**src/hw/rtl/ufpp_pkg.sv**
```systemverilog
// ----------------------------------------------------------------------------
// ufpp_pkg
// Shared constants, payload types and register layout of the feedback
// packet pacer.
// ----------------------------------------------------------------------------
package ufpp_pkg;

   // ring geometry and loss threshold
   localparam int RING_DEPTH = 128;
   localparam int LOSS_LIMIT = 32;
   localparam int ENTRIES    = 8;
   localparam int ROWS       = 5;

   localparam int RING_AW    = $clog2(RING_DEPTH);
   localparam int ENTRY_AW   = $clog2(ENTRIES);
   localparam int ROW_AW     = RING_AW - ENTRY_AW;
   localparam int RING_ROWS  = RING_DEPTH / ENTRIES;
   localparam int ROW_SEL_W  = $clog2(ROWS);

   // field widths
   localparam int FRAME_W    = 5;
   localparam int FB_W       = 8;
   localparam int ROWCNT_W   = 3;
   localparam int ERR_W      = 8;
   localparam int OUT_W      = 8;
   localparam int CSR_DW     = ENTRIES * FRAME_W;

   // register reset values
   localparam logic [ROWCNT_W-1:0] ROW_COUNT_RESET = 3'd1;
   localparam logic [FRAME_W-1:0]  NOMINAL_RESET   = 5'd6;

   // register indexes
   typedef enum logic [2:0] {
      CSR_FEEDBACK_BASE  = 3'd0,
      CSR_ROW_COUNT      = 3'd1,
      CSR_NOMINAL_COUNT  = 3'd2,
      CSR_PATTERN_ROW_0  = 3'd3,
      CSR_PATTERN_ROW_1  = 3'd4,
      CSR_PATTERN_ROW_2  = 3'd5,
      CSR_PATTERN_ROW_3  = 3'd6,
      CSR_PATTERN_ROW_4  = 3'd7
   } csr_index_type;

   // eight frame counts, entry 0 in the low bits
   typedef logic [ENTRIES-1:0][FRAME_W-1:0] ring_row_type;

   typedef struct packed {
      logic [FB_W-1:0]           feedback_base;
      logic [ROWCNT_W-1:0]       row_count;
      logic [FRAME_W-1:0]        nominal_count;
      ring_row_type [ROWS-1:0]   pattern;
   } cfg_type;

   // register setting right after reset
   localparam cfg_type CFG_RESET = '{
      feedback_base: '0,
      row_count:     ROW_COUNT_RESET,
      nominal_count: NOMINAL_RESET,
      pattern:       '0
   };

   typedef struct packed {
      logic            cmd;
      logic            status_good;
      logic [FB_W-1:0] fb_byte;
      logic            ends_transfer;
   } req_type;

   typedef struct packed {
      logic [OUT_W-1:0] frames;
      logic             synced;
      logic             sync_acquired;
      logic             sync_lost;
   } rsp_type;

endpackage

```
**src/hw/rtl/usb_feedback_packet_pacer.sv**
```systemverilog
// ----------------------------------------------------------------------------
// usb_feedback_packet_pacer
// Paces isochronous playback packet sizes from device feedback packets.
// ----------------------------------------------------------------------------
// The block takes one item per clock cycle unless the result side stalls,
// and answers each item with one result: the item sits in the input register,
// where the whole pacing update for that item (pattern row write, ring entry
// read, sync and error tracking) is done in a single pass, and its result in
// the result register. Throughput is bounded by that single-pass update of the
// pacing state, which finishes every cycle. The frame ring is sixteen rows of
// eight entries with a valid flag per row, so it reads as zero right after
// reset with no clearing pass. The user must write configuration registers
// through the csr port only while it is idle; the block does not enforce it.
module usb_feedback_packet_pacer (
   input  logic                          clock,
   input  logic                          reset,
   input  logic                          req_valid,
   output logic                          req_stall,
   input  ufpp_pkg::req_type             req_data,
   output logic                          rsp_valid,
   input  logic                          rsp_stall,
   output ufpp_pkg::rsp_type             rsp_data,
   input  logic                          csr_we,
   input  ufpp_pkg::csr_index_type       csr_index,
   input  logic [ufpp_pkg::CSR_DW-1:0]   csr_wdata
);
   import ufpp_pkg::*;

   cfg_type   cfg_ff, cfg_in;
   req_type   req_ff;
   logic      req_valid_ff, req_valid_in;
   rsp_type   rsp_ff;
   logic      rsp_valid_ff, rsp_valid_in;
   rsp_type   core_rsp;
   logic      advance;
   logic      accept;

   // configuration register decode
   always_comb begin
      cfg_in = cfg_ff;
      if (csr_we) begin
         unique case (csr_index)
            CSR_FEEDBACK_BASE:  cfg_in.feedback_base  = csr_wdata[FB_W-1:0];
            CSR_ROW_COUNT:      cfg_in.row_count      = csr_wdata[ROWCNT_W-1:0];
            CSR_NOMINAL_COUNT:  cfg_in.nominal_count  = csr_wdata[FRAME_W-1:0];
            CSR_PATTERN_ROW_0:  cfg_in.pattern[0]     = csr_wdata;
            CSR_PATTERN_ROW_1:  cfg_in.pattern[1]     = csr_wdata;
            CSR_PATTERN_ROW_2:  cfg_in.pattern[2]     = csr_wdata;
            CSR_PATTERN_ROW_3:  cfg_in.pattern[3]     = csr_wdata;
            CSR_PATTERN_ROW_4:  cfg_in.pattern[4]     = csr_wdata;
            default:            cfg_in = cfg_ff;
         endcase
      end
   end

   always_ff @(posedge clock) begin
      if (reset) begin
         cfg_ff <= CFG_RESET;
      end else begin
         cfg_ff <= cfg_in;
      end
   end

   // handshake: the item in the input register moves on when the result
   // register is empty or being drained
   assign advance   = req_valid_ff && (!rsp_valid_ff || !rsp_stall);
   assign req_stall = req_valid_ff && !advance;
   assign accept    = req_valid && !req_stall;

   assign req_valid_in = accept || (req_valid_ff && !advance);
   assign rsp_valid_in = advance || (rsp_valid_ff && rsp_stall);

   always_ff @(posedge clock) begin
      if (reset) begin
         req_valid_ff <= 1'b0;
         rsp_valid_ff <= 1'b0;
      end else begin
         req_valid_ff <= req_valid_in;
         rsp_valid_ff <= rsp_valid_in;
      end
   end

   // payload registers
   always_ff @(posedge clock) begin
      if (accept) begin
         req_ff <= req_data;
      end
      if (advance) begin
         rsp_ff <= core_rsp;
      end
   end

   // pacing state and ring
   ufpp_core u_core (
      .clock (clock),
      .reset (reset),
      .fire  (advance),
      .req   (req_ff),
      .cfg   (cfg_ff),
      .rsp   (core_rsp)
   );

   assign rsp_valid = rsp_valid_ff;
   assign rsp_data  = rsp_ff;

endmodule

```
**src/hw/rtl/ufpp_core.sv**
```systemverilog
// ----------------------------------------------------------------------------
// ufpp_core
// Pacing state, frame ring and the single-pass update for one item.
// ----------------------------------------------------------------------------
module ufpp_core (
   input  logic             clock,
   input  logic             reset,
   input  logic             fire,
   input  ufpp_pkg::req_type req,
   input  ufpp_pkg::cfg_type cfg,
   output ufpp_pkg::rsp_type rsp
);
   import ufpp_pkg::*;

   // ring storage, one row of eight entries per feedback item
   ring_row_type              ring_mem [RING_ROWS];
   logic [RING_ROWS-1:0]      row_valid_ff;

   logic [ROW_AW-1:0]         wr_row_ff, wr_row_in;
   logic [ROW_AW-1:0]         start_row_ff, start_row_in;
   logic [RING_AW-1:0]        rd_idx_ff, rd_idx_in;
   logic                      in_transfer_ff, in_transfer_in;
   logic                      skip_rest_ff, skip_rest_in;
   logic                      synced_ff, synced_in;
   logic [ERR_W-1:0]          error_run_ff, error_run_in;

   logic [FB_W-1:0]           row_off;
   logic                      fb_valid;
   logic [ERR_W-1:0]          err_inc;
   logic                      lost_hit;
   ring_row_type              wr_data;
   logic [OUT_W-1:0]          wr_sum;
   logic [ROW_AW-1:0]         start_row;
   logic [ROW_AW-1:0]         wr_row_next;
   logic [RING_AW-1:0]        ahead_dist, behind_dist;
   logic                      ahead, behind;
   logic [ROW_AW-1:0]         rd_row;
   logic [ENTRY_AW-1:0]       rd_sel;
   logic [FRAME_W-1:0]        rd_entry;
   logic                      ring_we;

   // feedback byte decode
   assign row_off  = req.fb_byte - cfg.feedback_base;
   assign fb_valid = req.status_good
                   && (req.fb_byte >= cfg.feedback_base)
                   && (row_off < FB_W'(cfg.row_count))
                   && (row_off < FB_W'(ROWS));

   // saturating error run and loss check
   assign err_inc  = (error_run_ff == '1) ? error_run_ff : error_run_ff + 1'b1;
   assign lost_hit = !fb_valid && synced_ff && (err_inc > ERR_W'(LOSS_LIMIT));

   // row to write and its sum
   always_comb begin
      wr_sum = '0;
      for (int i = 0; i < ENTRIES; i++) begin
         wr_data[i] = fb_valid ? cfg.pattern[row_off[ROW_SEL_W-1:0]][i]
                               : cfg.nominal_count;
         wr_sum     = wr_sum + OUT_W'(wr_data[i]);
      end
   end

   // sync window check at transfer end
   assign start_row   = in_transfer_ff ? start_row_ff : wr_row_ff;
   assign wr_row_next = wr_row_ff + 1'b1;
   assign ahead_dist  = {wr_row_next, ENTRY_AW'(0)} - rd_idx_ff;
   assign behind_dist = {start_row, ENTRY_AW'(0)} - rd_idx_ff;
   assign ahead       = ahead_dist < RING_AW'(RING_DEPTH / 2);
   assign behind      = behind_dist >= RING_AW'(RING_DEPTH / 2);

   // playback read, rows never written read as zero
   assign rd_row   = rd_idx_ff[RING_AW-1:ENTRY_AW];
   assign rd_sel   = rd_idx_ff[ENTRY_AW-1:0];
   assign rd_entry = row_valid_ff[rd_row] ? ring_mem[rd_row][rd_sel] : '0;

   // next state and result for the item at hand
   always_comb begin
      wr_row_in      = wr_row_ff;
      start_row_in   = start_row_ff;
      rd_idx_in      = rd_idx_ff;
      in_transfer_in = in_transfer_ff;
      skip_rest_in   = skip_rest_ff;
      synced_in      = synced_ff;
      error_run_in   = error_run_ff;
      ring_we        = 1'b0;
      rsp            = '0;

      if (req.cmd) begin
         if (synced_ff) begin
            rsp.frames = OUT_W'(rd_entry);
            rd_idx_in  = rd_idx_ff + 1'b1;
         end else begin
            rsp.frames = OUT_W'(cfg.nominal_count);
         end
      end else begin
         if (!in_transfer_ff) begin
            start_row_in = wr_row_ff;
         end
         in_transfer_in = 1'b1;

         if (skip_rest_ff) begin
            if (req.ends_transfer) begin
               skip_rest_in   = 1'b0;
               in_transfer_in = 1'b0;
            end
         end else if (lost_hit) begin
            // loss packet writes nothing
            synced_in     = 1'b0;
            error_run_in  = err_inc;
            rsp.sync_lost = 1'b1;
            if (req.ends_transfer) begin
               in_transfer_in = 1'b0;
            end else begin
               skip_rest_in = 1'b1;
            end
         end else begin
            if (fb_valid) begin
               error_run_in = '0;
            end else if (synced_ff) begin
               error_run_in = err_inc;
            end
            ring_we    = 1'b1;
            rsp.frames = wr_sum;
            wr_row_in  = wr_row_next;
            if (req.ends_transfer) begin
               if (!synced_ff && ahead && behind) begin
                  synced_in         = 1'b1;
                  error_run_in      = '0;
                  rsp.sync_acquired = 1'b1;
               end
               in_transfer_in = 1'b0;
            end
         end
      end
      rsp.synced = synced_in;
   end

   // control state
   always_ff @(posedge clock) begin
      if (reset) begin
         row_valid_ff   <= '0;
         wr_row_ff      <= '0;
         start_row_ff   <= '0;
         rd_idx_ff      <= '0;
         in_transfer_ff <= 1'b0;
         skip_rest_ff   <= 1'b0;
         synced_ff      <= 1'b0;
         error_run_ff   <= '0;
      end else if (fire) begin
         if (ring_we) begin
            row_valid_ff[wr_row_ff] <= 1'b1;
         end
         wr_row_ff      <= wr_row_in;
         start_row_ff   <= start_row_in;
         rd_idx_ff      <= rd_idx_in;
         in_transfer_ff <= in_transfer_in;
         skip_rest_ff   <= skip_rest_in;
         synced_ff      <= synced_in;
         error_run_ff   <= error_run_in;
      end
   end

   // ring row write
   always_ff @(posedge clock) begin
      if (fire && ring_we) begin
         ring_mem[wr_row_ff] <= wr_data;
      end
   end

   // skipping only happens inside an open transfer
   a_skip_in_transfer: assert property (@(posedge clock) disable iff (reset)
      skip_rest_ff |-> in_transfer_ff)
      else $error("skip_rest set outside a transfer");

   // loss drops sync and leaves nothing half open
   a_loss_drops_sync: assert property (@(posedge clock) disable iff (reset)
      fire && rsp.sync_lost |=> !synced_ff && (skip_rest_ff || !in_transfer_ff))
      else $error("loss item left sync or transfer state inconsistent");

   // acquiring sync restarts the error run
   a_acquire_clears_errors: assert property (@(posedge clock) disable iff (reset)
      fire && rsp.sync_acquired |=> synced_ff && (error_run_ff == '0))
      else $error("sync acquired without clearing the error run");

   // a synced playback request consumes exactly one entry
   a_read_advance: assert property (@(posedge clock) disable iff (reset)
      fire && req.cmd && synced_ff |=> rd_idx_ff == RING_AW'($past(rd_idx_ff) + 1'b1))
      else $error("read index did not advance by one");

endmodule

```
**config.mk**
```make
export PLATFORM = sky130hd
export DESIGN_NAME = usb_feedback_packet_pacer
export DESIGN_NICKNAME = d
export VERILOG_FILES = /design/src/hw/rtl/ufpp_pkg.sv /design/src/hw/rtl/usb_feedback_packet_pacer.sv /design/src/hw/rtl/ufpp_core.sv
export SDC_FILE = /design/constraint.sdc
export NUM_CORES = 1
export LEC_CHECK = 0
export BUFFER_PORTS_ARGS = -buffer_cell sky130_fd_sc_hd__buf_2
export CAP_MARGIN = 0
export CORE_MARGIN = 3
export CORE_UTILIZATION = 40
export DETAILED_ROUTE_END_ITERATION = 7
export SETUP_SLACK_MARGIN = 0.5
export SYNTH_ARGS = -nofsm -noshare
export SYNTH_HDL_FRONTEND = slang
export SYNTH_SLANG_ARGS = --single-unit
```
**constraint.sdc**
```tcl
create_clock -name clock -period 12 [get_ports clock]
set_clock_uncertainty 0.15 [all_clocks]
set_input_delay 1.2 -clock clock [delete_from_list [all_inputs] [get_ports clock]]
set_output_delay 1.2 -clock clock [all_outputs]
set_load 0.01 [all_outputs]
```
==> out/metrics.csv <==
stage;metric;value;unit
synth;register area share after synthesis;64.87;%
route;via count;23770;
final_layout;FF/Latch Area;25170;um2
pwr;Net Switching;1454;uW
setup_path;delay of the slowest critical-path stage;970;ps
synth;Cell variety after synth;74;
min_path;hold endpoint;cfg_ff[104];
setup_path;CP max FO;42;
timing;RSZ-0062 raised after global routing;false;
timing;endpoints failing setup;0;
clock_tree;CTS H-tree depth;3;
min_path;Hold Path Origin;cfg_ff[104];
global_routing;total congestion overflow;0;
route;final WL;101.8;mm
setup_path;Crit. End Element;register;
timing;final hold vios;0;
final_layout;final core occ;45.55;%
clock_tree;Post-CTS Setup Inserts;0;
die;full die area;100800;um2
die;Die Y;317.4;um
clock_tree;cts repair resizes;0;
placed_design;Placed Area;40470;um2
setup_path;reg-to-reg slack, setup;2480;ps
pwr;total power;6652;uW
die;# IOs;72;
pwr;worst vdd ir;0.0001010;V
clock_tree;clock buffer depth;3;
final_layout;FILL cells;8512;
synth;syn_area_per_cell;13.92;um2
route;drt pass-1 iters;5;
synth;syn nets;2912;
clock_tree;TritonCTS buffer count;95;
setup_path;Most Frequent Cell on Critical Path;inv_1;
clock_tree;CTS tree;yes;
timing;Rel. slew slack;8.578;%
synth;Ys Warns;0;
route;Vias/cell;5.673;
die;Die W;317.4;um
final_layout;Final Cell Area;43540;um2
die;Core Area;95580;um2
route;DR WL/cell;24.28;um
setup_path;arrival time at the worst endpoint;9790;ps
final_layout;Multi-input gate area;12590;um2
clock_tree;CTS root buf;clkbuf_16;
timing;Slew Limit Fails;0;
die;row count;113;
pwr;switch share;21.86;%
setup_path;Worst R2R Path Depth;34;
final_layout;# nets final;2973;
synth;ys async rst share;0;%
global_routing;vias in the first global route;24240;
timing;fmax;105.0;MHz
pwr;leak pwr;0.01402;uW
timing;Setup TNS;0;ps
route;DRT iter0 DRCs;2350;
global_routing;gr usage total;19.92;%
route;ANT nets after route;0;
pwr;combinational share of power;4.7;%
flow_run;maxcap violations;0;
global_routing;largest net degree at the start of global routing;106;
outcome;status;completed;
global_routing;initial antenna violation count;1;
setup_path;CP max stage cell;a31oi_1;
synth;Post-synth EDFFs;662;
synth;Cell Area, Synth;38790;um2
clock_tree;Worst-Skew Late Latency;660;ps
final_layout;ratio of cells with drive above 1 in the final layout;17.41;%
die;Starting Density;40.59;%
final_layout;most common cell after layout, fill and taps aside;edfxtp_1;
pwr;clock share of power;43.4;%
min_path;hold depth;2;
placed_design;GP Congestion;0.8352;
clock_tree;CTS Sinks;926;
setup_path;Critical Path RT;12260;ps
setup_path;element type at the critical path start;register;
synth;cell count after synthesis;2787;
min_path;Hold Crit Class;reg2reg;
pwr;register share of total power;51.9;%
route;DRC viols;0;
placed_design;detailed-placement wirelength estimate;59.24;mm
setup_path;CP Class;reg2reg;
timing;pin slew with the least headroom to its limit;1364;ps
final_layout;commonest cells after routing, fill and taps aside;edfxtp_1 (662), nand2_1 (481), dfxtp_1 (261);
pwr;Int Power;5198;uW
synth;#FFs+latches synth;926;
timing;minimum clock period;9523;ps
setup_path;reg-to-reg startpoint;req_ff[1];
timing;Final period util;79.36;%
global_routing;first-pass GRT wire length;153.3;mm
clock_tree;hold_buf cts;0;
synth;Post-synth top flop;edfxtp_1;
placed_design;PortBufs;71;
final_layout;area grow syn2layout;12.23;%
clock_tree;clock-pin slew on the worst setup and hold paths;60;ps
setup_path;Critical R2R Capture;rsp_data[10];
pwr;Power Dens Cells;152.8;nW/um2
## cell type report
cell class | count | area share (%)
clock buffers | 118 | 5.819
flip-flops and latches | 926 | 57.82
clock inverters | 55 | 1.181
diodes | 2 | 0.01150
inverters | 64 | 0.5518
well taps | 1265 | 3.635
repair buffers | 141 | 2.066
multi-input cells | 1620 | 28.92
## layer usage
layer / part of all wire (%) / vias to the layer above / global-route usage, %
met5: 0 / - / 0
met4: 3.1 / 0 / 6.767
met3: 6.8 / 190 / 2.773
met2: 49 / 921 / 33.36
met1: 41 / 12100 / 26.79
li1: - / 10570 / -
## power groups by stage
stage	logic [uW]	registers (uW)	clock network, uW
after global placement	306	3520	0
after CTS	315	3450	2930
after global routing	349	3450	3070
after floorplan	208	3510	0
after detailed placement	313	3520	0
final	313	3450	2890
## worst max-delay path: cells and delay by family (launching register included)
family	cells	cell delay, ps
AO/OA/AOI/OAI	7	1870
XOR/XNOR	3	330
adder cells (fa/ha/maj)	10	3890
buffers and inverters	9	1540
flip-flops	1	350
multiplexers	1	180
AND/OR/NAND/NOR	4	920
## flip-flops by register name, summed over array words and instances, names as in the netlist, named ones only
register               cells
u_core.in_transfer_ff      1
rsp_data                  11
u_core.synced_ff           1
u_core.ring_mem          640
u_core.rd_idx_ff           7
u_core.row_valid_ff       16
u_core.skip_rest_ff        1
req_valid_ff               1
cfg_ff                   216
u_core.error_run_ff        8
u_core.start_row_ff        4
rsp_valid                  1
u_core.wr_row_ff           4
req_ff                    11
## cells in the mapped netlist (5+ instances only)
library cell,count,area [um2]
a221oi_1,26,227.7
nand3b_1,5,37.54
o22ai_1,8,50.05
o211ai_1,6,45.04
dfxtp_1,264,5285
o21a_1,5,37.54
nor2b_1,17,106.4
nand3_1,35,175.2
a31oi_1,33,206.5
a211oi_1,12,90.09
a21oi_1,254,1271
mux4_2,174,3919
xnor2_1,16,140.1
buf_6,11,123.9
a22o_1,32,280.3
xor2_1,6,52.55
fa_1,25,500.5
nor2_1,137,514.2
nand2b_1,12,75.07
nand4_1,5,31.28
buf_4,5,37.54
clkbuf_1,120,450.4
and3_1,22,137.6
a21o_1,5,37.54
nand2_1,481,1805
edfxtp_1,662,19880
buf_1,14,52.55
mux2i_1,74,740.7
ha_1,41,513.0
nor3_1,33,165.2
mux4_1,8,210.2
and2_1,14,87.58
a221o_1,12,120.1
buf_2,21,105.1
inv_1,60,225.2
o21ai_0,42,210.2
a22oi_1,7,52.55
mux2_2,9,101.4
## worst max-delay path by stage
stage / startpoint / to / slack (ps) / depth (start not counted)
floorplan: req_ff[1] / rsp_data[10] / 3670 / 38
global placement: req_ff[1] / rsp_data[10] / 2710 / 34
detailed placement: req_ff[1] / rsp_data[10] / 2450 / 34
CTS: req_ff[1] / rsp_data[10] / 2430 / 34
global route: req_ff[1] / rsp_data[10] / 1750 / 34
finish: req_ff[1] / rsp_data[10] / 2480 / 34
## metrics by stage
stage / worst slack (ps) / hold WS [ps] / cells
final: 2477 / 303.9 / 4191
after global routing: 1754 / 319.8 / 4189
after CTS: 2425 / 304.6 / 4189
after floorplan: 3670 / 281.9 / 2787
after global placement: 2706 / 288.0 / 4016
after detailed placement: 2447 / 296.9 / 4016
## kinds of logic (layout without fill, tap and decap cells)
kind of cell,Yosys count,count (layout),synth area share (%)
compound gates,478,478,7.654
flops,926,926,64.87
simple gates,784,784,8.538
mux,267,267,12.87
xor+xnor,23,23,0.5386
other cells,0,2,0
fa+ha+maj,68,68,2.667
buf+inv,241,378,2.861
No activity file was read; power rests on OpenSTA's default activity.
